<file path="src/rtl/tsfh_pkg.sv">
// Package for the tunnel slot frame handler: widths, status and emit codes,
// request and response structs and the controller command struct. No dependencies.
`default_nettype none
package tsfh_pkg;
   localparam int SLOTS = 16;
   localparam int SLOT_W = 4;
   localparam int FILL_W = 19;
   localparam logic [FILL_W-1:0] BUFFER_BYTES = 19'd262144;
   localparam logic [11:0] MAX_PAYLOAD = 12'd1024;
   localparam logic [11:0] PREFIX_BYTES = 12'd2;
   localparam logic [FILL_W-1:0] HIGH_RESET = 19'd65536;
   localparam logic [FILL_W-1:0] LOW_RESET = 19'd16384;

   localparam logic [1:0] CSR_MODE = 2'd0;
   localparam logic [1:0] CSR_HIGH = 2'd1;
   localparam logic [1:0] CSR_LOW  = 2'd2;

   localparam logic [1:0] MODE_NONE = 2'd0;
   localparam logic [1:0] MODE_LISTEN = 2'd2;

   localparam logic [1:0] CMD_FRAME = 2'd0;
   localparam logic [1:0] CMD_ACCEPT = 2'd1;
   localparam logic [1:0] CMD_DRAIN = 2'd2;

   localparam logic [2:0] FT_OPEN = 3'd0;
   localparam logic [2:0] FT_DATA = 3'd1;
   localparam logic [2:0] FT_CLOSE = 3'd2;
   localparam logic [2:0] FT_PAUSE = 3'd3;
   localparam logic [2:0] FT_RESUME = 3'd4;

   localparam logic [3:0] ST_OK = 4'd0;
   localparam logic [3:0] ST_NO_MODE = 4'd1;
   localparam logic [3:0] ST_BAD_LEN = 4'd2;
   localparam logic [3:0] ST_ZERO_GEN = 4'd3;
   localparam logic [3:0] ST_BAD_SLOT = 4'd4;
   localparam logic [3:0] ST_CTRL_DATA = 4'd5;
   localparam logic [3:0] ST_OPEN_LISTEN = 4'd6;
   localparam logic [3:0] ST_DUP_OPEN = 4'd7;
   localparam logic [3:0] ST_OVERFLOW = 4'd8;
   localparam logic [3:0] ST_QUEUE = 4'd9;
   localparam logic [3:0] ST_UNKNOWN = 4'd10;
   localparam logic [3:0] ST_LINK_DOWN = 4'd11;

   localparam logic [2:0] EM_NONE = 3'd0;
   localparam logic [2:0] EM_OPEN = 3'd1;
   localparam logic [2:0] EM_CLOSE = 3'd2;
   localparam logic [2:0] EM_PAUSE = 3'd3;
   localparam logic [2:0] EM_RESUME = 3'd4;

   typedef struct packed {
      logic [1:0]  command;
      logic [2:0]  frame_type;
      logic [7:0]  slot;
      logic [7:0]  generation;
      logic [11:0] frame_len;
      logic        connect_ok;
      logic        queue_accepts;
      logic [18:0] drained_before;
      logic [18:0] drained_after;
      logic        fail_before;
      logic        fail_after;
      logic        link_up;
   } req_type;

   typedef struct packed {
      logic [3:0] status;
      logic [2:0] emit_kind;
      logic [3:0] emit_slot;
      logic [7:0] emit_gen;
   } rsp_type;

   // controller to datapath
   typedef struct packed {
      logic capture;  // load request register
      logic execute;  // apply request to table, load result register
   } cmd_type;
endpackage
`default_nettype wire

</file>
<file path="src/rtl/tsfh_if.sv">
// Valid/ready channel interfaces for requests and results.
// Depends on tsfh_pkg.
`default_nettype none
interface tsfh_req_if;
   logic valid;
   logic ready;
   tsfh_pkg::req_type payload;
   modport source (output valid, output payload, input ready);
   modport sink (input valid, input payload, output ready);
endinterface

interface tsfh_rsp_if;
   logic valid;
   logic ready;
   tsfh_pkg::rsp_type payload;
   modport source (output valid, output payload, input ready);
   modport sink (input valid, input payload, output ready);
endinterface
`default_nettype wire

</file>
<file path="src/rtl/tsfh_ctrl.sv">
// Controller: sequences capture, execute and result hand-off.
// Depends on tsfh_pkg.
`default_nettype none
module tsfh_ctrl (
   input  wire logic clock,
   input  wire logic reset,
   input  wire logic req_valid,
   output logic      req_ready,
   output logic      rsp_valid,
   input  wire logic rsp_ready,
   output tsfh_pkg::cmd_type cmd
);
   localparam logic [1:0] S_IDLE = 2'd0;
   localparam logic [1:0] S_EXEC = 2'd1;
   localparam logic [1:0] S_OUT  = 2'd2;

   logic [1:0] state_ff, state_in;

   always_comb begin
      state_in = state_ff;
      req_ready = 1'b0;
      rsp_valid = 1'b0;
      cmd = '0;
      case (state_ff)
         S_IDLE: begin
            req_ready = 1'b1;
            if (req_valid) begin
               cmd.capture = 1'b1;
               state_in = S_EXEC;
            end
         end
         S_EXEC: begin
            cmd.execute = 1'b1;
            state_in = S_OUT;
         end
         S_OUT: begin
            rsp_valid = 1'b1;
            if (rsp_ready) state_in = S_IDLE;
         end
         default: state_in = S_IDLE;
      endcase
   end

   always_ff @(posedge clock) begin
      if (reset) state_ff <= S_IDLE;
      else state_ff <= state_in;
   end
endmodule
`default_nettype wire

</file>
<file path="src/rtl/tsfh_datapath.sv">
// Datapath: slot table, configuration registers and request evaluation.
// Depends on tsfh_pkg.
`default_nettype none
module tsfh_datapath (
   input  wire logic clock,
   input  wire logic reset,
   input  wire logic        csr_write,
   input  wire logic [1:0]  csr_index,
   input  wire logic [18:0] csr_data,
   input  wire tsfh_pkg::cmd_type cmd,
   input  wire tsfh_pkg::req_type req_payload,
   output tsfh_pkg::rsp_type rsp_payload
);
   localparam int SW = tsfh_pkg::SLOT_W;
   localparam int FW = tsfh_pkg::FILL_W;

   logic [1:0]    mode_ff;
   logic [FW-1:0] high_ff, low_ff;
   tsfh_pkg::req_type r_ff;
   tsfh_pkg::rsp_type out_ff, res;

   logic [tsfh_pkg::SLOTS-1:0] open_ff, open_in, rp_ff, rp_in, ps_ff, ps_in;
   logic [7:0]    gen_ff [tsfh_pkg::SLOTS];
   logic [FW-1:0] fill_ff [tsfh_pkg::SLOTS];
   logic [7:0]    gen_in;
   logic [FW-1:0] fill_in;
   logic          wr_gen, wr_fill;

   always_ff @(posedge clock) begin
      if (reset) begin
         mode_ff <= tsfh_pkg::MODE_NONE;
         high_ff <= tsfh_pkg::HIGH_RESET;
         low_ff <= tsfh_pkg::LOW_RESET;
      end else if (csr_write) begin
         case (csr_index)
            tsfh_pkg::CSR_MODE: mode_ff <= csr_data[1:0];
            tsfh_pkg::CSR_HIGH: high_ff <= csr_data;
            tsfh_pkg::CSR_LOW: low_ff <= csr_data;
            default: ;
         endcase
      end
   end

   always_ff @(posedge clock) begin
      if (cmd.capture) r_ff <= req_payload;
   end

   // first free slot
   logic [SW-1:0] free_idx;
   logic          free_any;
   always_comb begin
      free_idx = '0;
      free_any = 1'b0;
      for (int i = tsfh_pkg::SLOTS - 1; i >= 0; i--) begin
         if (!open_ff[i]) begin
            free_idx = SW'(i);
            free_any = 1'b1;
         end
      end
   end

   logic [7:0] sfull;
   logic [SW-1:0] s, ws;
   logic [7:0] g, cg, ng;
   logic [11:0] dlen;
   logic [FW-1:0] f0, f1, f2, f3;
   logic [FW:0] room;
   logic stale, q, up;

   always_comb begin
      sfull = r_ff.slot;
      s = sfull[SW-1:0];
      g = r_ff.generation;
      q = r_ff.queue_accepts;
      up = r_ff.link_up;
      cg = gen_ff[s];
      dlen = r_ff.frame_len - tsfh_pkg::PREFIX_BYTES;
      stale = !open_ff[s] && cg != 8'd0 && g != cg;
      f0 = fill_ff[s];
      f1 = f0 - ((r_ff.drained_before < f0) ? r_ff.drained_before : f0);
      room = {1'b0, tsfh_pkg::BUFFER_BYTES} - {1'b0, f1};
      f2 = f1 + FW'(dlen);
      f3 = f2 - ((r_ff.drained_after < f2) ? r_ff.drained_after : f2);
      ng = gen_ff[free_idx] + 8'd1;
      if (ng == 8'd0) ng = 8'd1;

      open_in = open_ff; rp_in = rp_ff; ps_in = ps_ff;
      gen_in = cg; fill_in = f0; wr_gen = 1'b0; wr_fill = 1'b0;
      ws = s;
      res = '0;
      res.status = tsfh_pkg::ST_OK;

      case (r_ff.command)
         tsfh_pkg::CMD_FRAME: begin
            if (mode_ff == tsfh_pkg::MODE_NONE) res.status = tsfh_pkg::ST_NO_MODE;
            else if (r_ff.frame_len < tsfh_pkg::PREFIX_BYTES ||
                     r_ff.frame_len > tsfh_pkg::MAX_PAYLOAD)
               res.status = tsfh_pkg::ST_BAD_LEN;
            else if (g == 8'd0) res.status = tsfh_pkg::ST_ZERO_GEN;
            else if (sfull >= 8'(tsfh_pkg::SLOTS)) res.status = tsfh_pkg::ST_BAD_SLOT;
            else if (r_ff.frame_type != tsfh_pkg::FT_DATA && dlen != 12'd0)
               res.status = tsfh_pkg::ST_CTRL_DATA;
            else begin
               case (r_ff.frame_type)
                  tsfh_pkg::FT_OPEN: begin
                     if (mode_ff == tsfh_pkg::MODE_LISTEN)
                        res.status = tsfh_pkg::ST_OPEN_LISTEN;
                     else if (open_ff[s]) res.status = tsfh_pkg::ST_DUP_OPEN;
                     else if (!r_ff.connect_ok) begin
                        if (q) begin
                           res.emit_kind = tsfh_pkg::EM_CLOSE;
                           res.emit_slot = s; res.emit_gen = g;
                        end else res.status = tsfh_pkg::ST_QUEUE;
                     end else begin
                        open_in[s] = 1'b1; rp_in[s] = 1'b0; ps_in[s] = 1'b0;
                        fill_in = '0; wr_fill = 1'b1;
                        gen_in = g; wr_gen = 1'b1;
                     end
                  end
                  tsfh_pkg::FT_DATA: begin
                     if (stale) ;
                     else if (!open_ff[s]) begin
                        if (q) begin
                           res.emit_kind = tsfh_pkg::EM_CLOSE;
                           res.emit_slot = s; res.emit_gen = g;
                        end else res.status = tsfh_pkg::ST_QUEUE;
                     end else if (g != cg || dlen == 12'd0) ;
                     else if (r_ff.fail_before || (!(room < {8'd0, dlen}) &&
                              r_ff.fail_after)) begin
                        open_in[s] = 1'b0; rp_in[s] = 1'b0; ps_in[s] = 1'b0;
                        fill_in = '0; wr_fill = 1'b1;
                        if (q) begin
                           res.emit_kind = tsfh_pkg::EM_CLOSE;
                           res.emit_slot = s; res.emit_gen = cg;
                        end
                        if (!up) res.status = tsfh_pkg::ST_LINK_DOWN;
                     end else if (room < {8'd0, dlen}) begin
                        fill_in = f1; wr_fill = 1'b1;
                        res.status = tsfh_pkg::ST_OVERFLOW;
                     end else begin
                        fill_in = f3; wr_fill = 1'b1;
                        if (!ps_ff[s] && f3 > high_ff) begin
                           if (q) begin
                              res.emit_kind = tsfh_pkg::EM_PAUSE;
                              res.emit_slot = s; res.emit_gen = cg;
                              ps_in[s] = 1'b1;
                           end else res.status = tsfh_pkg::ST_QUEUE;
                        end else if (ps_ff[s] && f3 < low_ff) begin
                           if (q) begin
                              res.emit_kind = tsfh_pkg::EM_RESUME;
                              res.emit_slot = s; res.emit_gen = cg;
                              ps_in[s] = 1'b0;
                           end else res.status = tsfh_pkg::ST_QUEUE;
                        end
                     end
                  end
                  tsfh_pkg::FT_CLOSE, tsfh_pkg::FT_PAUSE, tsfh_pkg::FT_RESUME: begin
                     if (!stale && open_ff[s] && g == cg) begin
                        if (r_ff.frame_type == tsfh_pkg::FT_CLOSE) begin
                           open_in[s] = 1'b0; rp_in[s] = 1'b0; ps_in[s] = 1'b0;
                           fill_in = '0; wr_fill = 1'b1;
                        end else rp_in[s] = (r_ff.frame_type == tsfh_pkg::FT_PAUSE);
                     end
                  end
                  default: res.status = tsfh_pkg::ST_UNKNOWN;
               endcase
            end
         end
         tsfh_pkg::CMD_ACCEPT: begin
            ws = free_idx;
            if (mode_ff != tsfh_pkg::MODE_LISTEN) res.status = tsfh_pkg::ST_NO_MODE;
            else if (!free_any) res.status = tsfh_pkg::ST_BAD_SLOT;
            else if (!up) res.status = tsfh_pkg::ST_LINK_DOWN;
            else begin
               gen_in = ng; wr_gen = 1'b1;
               fill_in = '0; wr_fill = 1'b1;
               rp_in[free_idx] = 1'b0; ps_in[free_idx] = 1'b0;
               if (q) begin
                  open_in[free_idx] = 1'b1;
                  res.emit_kind = tsfh_pkg::EM_OPEN;
                  res.emit_slot = free_idx; res.emit_gen = ng;
               end else res.status = tsfh_pkg::ST_QUEUE;
            end
         end
         tsfh_pkg::CMD_DRAIN: begin
            if (sfull >= 8'(tsfh_pkg::SLOTS)) res.status = tsfh_pkg::ST_BAD_SLOT;
            else if (open_ff[s]) begin
               if (!up) res.status = tsfh_pkg::ST_LINK_DOWN;
               if (r_ff.fail_before) begin
                  open_in[s] = 1'b0; rp_in[s] = 1'b0; ps_in[s] = 1'b0;
                  fill_in = '0; wr_fill = 1'b1;
                  if (q) begin
                     res.emit_kind = tsfh_pkg::EM_CLOSE;
                     res.emit_slot = s; res.emit_gen = cg;
                  end
               end else begin
                  fill_in = f1; wr_fill = 1'b1;
                  if (ps_ff[s] && f1 < low_ff && q) begin
                     res.emit_kind = tsfh_pkg::EM_RESUME;
                     res.emit_slot = s; res.emit_gen = cg;
                     ps_in[s] = 1'b0;
                  end
               end
            end
         end
         default: ;
      endcase
   end

   always_ff @(posedge clock) begin
      if (reset) begin
         open_ff <= '0; rp_ff <= '0; ps_ff <= '0;
         for (int i = 0; i < tsfh_pkg::SLOTS; i++) begin
            gen_ff[i] <= '0;
            fill_ff[i] <= '0;
         end
      end else if (cmd.execute) begin
         open_ff <= open_in; rp_ff <= rp_in; ps_ff <= ps_in;
         if (wr_gen) gen_ff[ws] <= gen_in;
         if (wr_fill) fill_ff[ws] <= fill_in;
      end
   end

   always_ff @(posedge clock) begin
      if (cmd.execute) out_ff <= res;
   end

   assign rsp_payload = out_ff;
endmodule
`default_nettype wire

</file>
<file path="src/rtl/tunnel_slot_frame_handler.sv">
// Top level of the tunnel slot frame handler: controller plus datapath.
// Depends on tsfh_pkg, tsfh_if, tsfh_ctrl and tsfh_datapath.
`default_nettype none
// The block keeps a 16-slot table of tunnel connections (open flag,
// generation, remote pause, pause sent and buffer occupancy) in flip-flops
// and applies one request at a time: a remote frame, a local accept or a
// local drain. Each request gives exactly one result. A request is handled
// in steps: it is captured, then the slot entry is read, modified and
// written, then the result is presented and held until taken; the next
// request is accepted once the result has been taken. The user must write
// configuration registers (mode, high and low watermark) through the csr_
// port only while no request is in flight; the block does not enforce this.
module tunnel_slot_frame_handler (
   input  wire logic        clock,
   input  wire logic        reset,
   input  wire logic        csr_write,
   input  wire logic [1:0]  csr_index,
   input  wire logic [18:0] csr_data,
   tsfh_req_if.sink         req,
   tsfh_rsp_if.source       rsp
);
   tsfh_pkg::cmd_type cmd;

   // The controller owns the handshakes; the datapath only sees commands.
   tsfh_ctrl u_ctrl (
      .clock(clock), .reset(reset),
      .req_valid(req.valid), .req_ready(req.ready),
      .rsp_valid(rsp.valid), .rsp_ready(rsp.ready),
      .cmd(cmd)
   );

   tsfh_datapath u_datapath (
      .clock(clock), .reset(reset),
      .csr_write(csr_write), .csr_index(csr_index), .csr_data(csr_data),
      .cmd(cmd), .req_payload(req.payload), .rsp_payload(rsp.payload)
   );
endmodule
`default_nettype wire

</file>
<file path="src/flat_wrapper.sv">
// flat-port wrapper written by rule: the top's interface ports become plain ports
module tunnel_slot_frame_handler_flat 
  (clock, reset, csr_write, csr_index, csr_data, req_valid, req_payload, req_ready, rsp_valid, rsp_payload, rsp_ready);
  tsfh_req_if req_i ();
  tsfh_rsp_if rsp_i ();
  input  wire logic clock;
  input  wire logic reset;
  input  wire logic csr_write;
  input  wire logic [1:0] csr_index;
  input  wire logic [18:0] csr_data;
  input wire logic [$bits(req_i.valid)-1:0] req_valid;
  input wire logic [$bits(req_i.payload)-1:0] req_payload;
  output wire logic [$bits(req_i.ready)-1:0] req_ready;
  output wire logic [$bits(rsp_i.valid)-1:0] rsp_valid;
  output wire logic [$bits(rsp_i.payload)-1:0] rsp_payload;
  input wire logic [$bits(rsp_i.ready)-1:0] rsp_ready;
  assign req_i.valid = req_valid;
  assign req_i.payload = req_payload;
  assign req_ready = req_i.ready;
  assign rsp_valid = rsp_i.valid;
  assign rsp_payload = rsp_i.payload;
  assign rsp_i.ready = rsp_ready;
  tunnel_slot_frame_handler u_core (.clock(clock), .reset(reset), .csr_write(csr_write), .csr_index(csr_index), .csr_data(csr_data), .req(req_i), .rsp(rsp_i));
endmodule
</file>
<file path="config.mk">
export PLATFORM = sky130hd
export DESIGN_NAME = tunnel_slot_frame_handler_flat
export DESIGN_NICKNAME = d
export VERILOG_FILES = /design/src/rtl/tsfh_pkg.sv /design/src/rtl/tsfh_if.sv /design/src/rtl/tsfh_ctrl.sv /design/src/rtl/tsfh_datapath.sv /design/src/rtl/tunnel_slot_frame_handler.sv /design/src/flat_wrapper.sv
export SDC_FILE = /design/constraint.sdc
export NUM_CORES = 1
export LEC_CHECK = 0
export BUFFER_PORTS_ARGS = -buffer_cell sky130_fd_sc_hd__buf_2
export CORE_UTILIZATION = 47
export DETAILED_ROUTE_END_ITERATION = 16
export PLACE_DENSITY = 0.63
export SYNTH_ARGS = -nofsm -noshare
export SYNTH_HDL_FRONTEND = slang
export SYNTH_HIERARCHICAL = 1
export SYNTH_SLANG_ARGS = --single-unit
</file>
<file path="constraint.sdc">
create_clock -name clock -period 17.89 [get_ports clock]
set_input_delay 3.578 -clock clock [delete_from_list [all_inputs] [get_ports clock]]
set_output_delay 3.578 -clock clock [all_outputs]
set_load 0.01 [all_outputs]
</file>
# Word-level counts from Yosys, hierarchy flattened
# Memories as Yosys holds them, arrays and structs flattened. A register that Yosys moved wholly into a read port is not among the register bits.
# Cells that the tools add are included.
[word_totals]
elab_cells = 362
inputBits = 102
mem_bits_rw = 432
ff_bits = 169
memories = 2
[op_classes]
bitwise_logic = 8
n_mux = 228
eq_ne = 44
n_lt_le_gt_ge = 13
reduce_logical = 39
add_sub_neg = 6
[mem_list]
columns = ["name", "depth", "word_bits", "read_ports", "rd_ports_with_merged_regs", "write_ports", "line_no", "text"]
rows = [
  ["u_core.u_datapath.fill_ff", 16, 19, 1, 1, 16, "tsfh_datapath.sv:24", "logic [FW-1:0] fill_ff [tsfh_pkg::SLOTS];"],
  ["u_core.u_datapath.gen_ff", 16, 8, 2, 1, 16, "tsfh_datapath.sv:23", "logic [7:0] gen_ff [tsfh_pkg::SLOTS];"],
]
[op_table]
columns = ["operator", "n"]
rows = [
  ["$mux 16", 47],
  ["$mux 19", 32],
  ["$pmux 16 s3", 4],
  ["$mux 15", 12],
  ["$pmux 19 s3", 3],
  ["$mux 4", 35],
  ["$mux 8", 14],
  ["$lt 19x19->1", 4],
  ["$mux 1", 61],
  ["$mux 13", 4],
  ["$and 16x16->16", 3],
  ["$or 16x16->16", 3],
  ["$mux 14", 3],
  ["$sub 19x19->19", 2],
  ["$not 16->16", 2],
  ["$ne 2x2->1 const B", 15],
  ["$ne 3x3->1 const B", 10],
  ["$pmux 15 s2", 1],
  ["$reduce_and 26->1", 1],
  ["$reduce_and 24->1", 1],
  ["$lt 20x12->1", 1],
  ["$sub 19x19->20 const A", 1],
  ["$add 19x12->19", 1],
  ["$gt 19x19->1", 1],
  ["40 further kinds", 77],
]

# Depth between registers and ports, before layout
[logic_depth]
depth_word = 26
ltp_mapped = 80
ltp_nobuf = 70

# Modules after synthesis
# Netlist, hierarchy kept.
[modules_own_cells]
columns = ["module", "cells_each", "instances", "area_per_inst_um2", "seq_area_each_um2"]
rows = [
  ["tsfh_datapath", 3232, 1, 35111.2, 17346.6],
  ["tsfh_ctrl", 11, 1, 115.1, 40.0],
]

# Worst setup path after synthesis
# Ideal clock, no wire load.
[synth_path]
kind = "reg-to-reg"
from = "register (tool-made name)"
to = "register (tool-made name)"
setup_ps = 88
arrival_time_ps = 14913
stages_incl_launch_ff = 78
slack_ps = 2889
period_less_slack_ps = 15001
path_cell_list = "dfxtp_1 buf_6 buf_6 buf_6 buf_2 clkbuf_1 buf_1 mux4_2 mux4_2 inv_1 ha_1 a21o_1 a21o_1 a21oi_1 o21ai_0 a21o_1 a21o_1 clkbuf_1 [... 42 more ...] or2_2 xor2_1 ha_1 a21o_1 a21o_1 a21oi_1 o21ai_0 a21oi_1 a311oi_1 inv_1 nand2_1 a21oi_1 o21bai_1 o221ai_2 or3_1 buf_2 buf_6 o31ai_1"

==> results.yml <==
status:
  status: "completed"
routing:
  wl_per_cell_um: 27.3
  drt-initial-drc-count: 3707
  viasPerCell: 6.44
  firstDrtPassIters: 8
  num_vias: 27900
  ant_nets: 0
  drc: 0
  wl_um: 119000
flow_run:
  max-cap-violations: 0
logic_synthesis:
  ys.flop_type: "edfxtp_1"
  yosysSeqAreaShare_pct: 49.4
  synth_nets: 3502
  postSynthCellCount: 3243
  avgSynthCellArea_um2: 10.9
  synth-seq-cells: 605
  synth_edf_count: 527
  yosys.cell_types.count: 108
  syn-cell-area_mm2: 0.0352
  yosys_warnings: 6
  synthArstFlopShare_pct: 0
cts:
  cts_made_buffers: 67
  clk_latency_ns: 0.63
  clock_path_buffers: 3
  cts_tree: "built"
  cts_root_buffer: "clkbuf_16"
  cts_setup_buffers: 0
  clock-sinks: 605
  cts_hold_buf: 0
  htree_levels: 3
  clk_pin_slew_worst_paths_ns: 0.06
  cts.repair.resized: 0
power_and_ir_drop:
  power_uw: 8090
  power-per-cell-area_mw_per_mm2: 206
  power_leakage_uw: 0.0142
  irDropWorstVdd_v: 0.000257
worst_hold_path:
  whs_path_depth: 2
  hp-class: "flip-flop to flip-flop"
  hold_path.startpoint: "u_core/u_datapath/low_ff[17]$_SDFFE_PP0P_"
  whs_endpoint: "u_core/u_datapath/low_ff[17]$_SDFFE_PP0P_"
die:
  row_count: 100
  die_w_um: 276
  core_area_mm2: 0.0743
  pin_count: 123
  floorplan.initialDensity_pct: 47.4
  die_area_mm2: 0.0760
  die_y_um: 276
grt:
  antenna_found_initial: 0
  grt_pass1_vias: 27100
  grt_pass1_wl_um: 173000
  gr-total-overflow: 0
  grt_max_degree: 64
  gr-usage-all-layers_pct: 30.8
cells_and_area:
  areaGrowthSynthToFinish_pct: 11.3
  final_nets: 3571
  layout-drive-gt1-share_pct: 16.0
  antennaDiodeCount: 0
  final_core_util_pct: 52.8
worst_setup_path:
  required_ns: 18.39
  regToRegSetupSlack_ns: 1.45
  cp.arrival_ns: 16.94
  cp_common_cell: "a21o_1"
  path_class: "flip-flop to flip-flop"
  cp_top_family: "compound AO/OA/AOI/OAI gates"
  startpoint_type: "flip-flop"
  slowest_delay_ns: 0.82
  path_max_fanout: 38
  cp_slowest_cell: "a21o_1"
  crit_path_end_kind: "flip-flop"
  reg2reg_depth: 66
  worstPathBufferInverterCount: 5
placed_design:
  port_buffers: 122
  dp_hpwl_um: 83800
  place_congestion: 0.994
  preCtsSetupSlack_ns: 1.56
timing:
  tns_ns: 0
  tightest_slew_ns: 1.30
  period_needed_ns: 16.44
  hold_violations: 0
  rsz0062_at_grt: "false"
  max_freq_mhz: 60.8
  fin_skew_ns: 0.0249
  timing.final.crit_share_pct: 91.9
  max_slew_margin_pct: 13.0
  drv_slew: 0
  setup_violations: 0
  finalWorstSetupSlack_ns: 1.45
## synthesized netlist by cell type, types with 65 or more instances
cell | count | area [um^2]
nor2_1 | 600 | 2250
a21oi_1 | 164 | 821
mux4_2 | 143 | 3220
mux2i_1 | 72 | 721
o21ai_0 | 109 | 546
dfxtp_1 | 78 | 1560
nand2_1 | 275 | 1030
edfxtp_1 | 527 | 15800
clkbuf_1 | 151 | 567
ha_1 | 154 | 1930
nor3_1 | 65 | 325
inv_1 | 126 | 473
## stage by stage
| step | hold slack [ns] | cell area [um^2] | instances |
|---|---|---|---|
| floorplan | 0.436 | 35200 | 3243 |
| global placement | 0.446 | 36900 | 4212 |
| detailed placement | 0.451 | 36900 | 4212 |
| CTS | 0.459 | 39200 | 4334 |
| global route | 0.479 | 39200 | 4334 |
| finish | 0.460 | 39200 | 4334 |
## layer usage
metal	vias up	global-route usage, %	part of all wire [%]
li1	12200	-	-
met1	13800	41.3	39
met2	1663	49.3	46
met3	299	5.49	10
met4	0	13.3	4.2
met5	-	0	0
## flip-flops by register name (all words and copies together), names as in the netlist, named ones only
name and cells:
u_core/u_datapath/low_ff 19, u_core/u_datapath/sfull 8, u_core/u_datapath/fill_ff 304, u_core/u_datapath/rsp_payload 19, u_core/u_datapath/up 1, u_core/u_datapath/high_ff 19
u_core/u_datapath/r_ff 58, u_core/u_datapath/mode_ff 2, u_core/u_datapath/q 1, u_core/u_datapath/gen_ff 128, u_core/u_ctrl/state_ff 2, u_core/u_datapath/g 8
## worst register-to-register path, delay by kind of cell (launching register included)
family | cells | cell delay (ns)
buffers and inverters | 5 | 0.80
adder cells (fa/ha/maj) | 8 | 2.60
AO/OA/AOI/OAI | 33 | 6.93
AND/OR/NAND/NOR | 13 | 2.85
flip-flops | 1 | 0.65
XOR/XNOR | 3 | 1.04
multiplexers | 4 | 1.51
## worst max-delay path by stage
stage,from,to,slack (ns),cells after the start
floorplan,flip-flop,flip-flop,2.89,77
global placement,flip-flop,flip-flop,1.90,68
detailed placement,flip-flop,flip-flop,1.56,66
CTS,flip-flop,flip-flop,1.48,66
global route,flip-flop,flip-flop,0.28,68
finish,flip-flop,flip-flop,1.45,66
## layout by cell type (no fill, tap or decap), drive strengths merged, types with 15 or more instances in the layout
| cell type | n |
|---|---|
| nand2 | 275 |
| or2 | 15 |
| mux2 | 23 |
| clkinv | 23 |
| o22ai | 30 |
| nand2b | 26 |
| nor2b | 27 |
| mux2i | 72 |
| a211oi | 18 |
| o21a | 28 |
| xor2 | 26 |
| inv | 134 |
| a21o | 47 |
| a21oi | 168 |
| o21ai | 126 |
| and2 | 19 |
| dfxtp | 78 |
| a31oi | 26 |
| nand4 | 21 |
| xnor2 | 50 |
| nor2 | 612 |
| mux4 | 143 |
| buf | 204 |
| clkbuf | 79 |
| o31ai | 23 |
| nand3 | 51 |
| o211ai | 41 |
| nor4 | 16 |
| nor3 | 67 |
| o221ai | 15 |
| a222oi | 15 |
| ha | 154 |
| edfxtp | 527 |
## cell type report
cell class / count / area [um^2]
flip-flops and latches: 605 / 17400
well taps: 969 / 1210
clock inverters: 43 / 589
repair buffers: 204 / 1250
clock buffers: 79 / 1750
multi-input cells: 2305 / 16500
fillers: 6503 / 35100
inverters: 129 / 484
## power by group
group          leakage, uW  switching, uW  internal (uW)
registers          0.00600           45.4           1590
logic              0.00709           3070           1910
clock network      0.00113            607            874
total               0.0142           3720           4370
## logic make-up after synthesis
logic type | after synthesis | share of synthesized area [%]
adder cells (fa/ha/maj) | 159 | 5.70
buffers and inverters | 333 | 3.84
XOR/XNOR | 77 | 2.00
AND/OR/NAND/NOR | 1181 | 14.8
AO/OA/AOI/OAI | 650 | 12.4
flip-flops | 605 | 49.4
multiplexers | 238 | 11.9
Note: power is estimated with default switching activity, not from simulation.
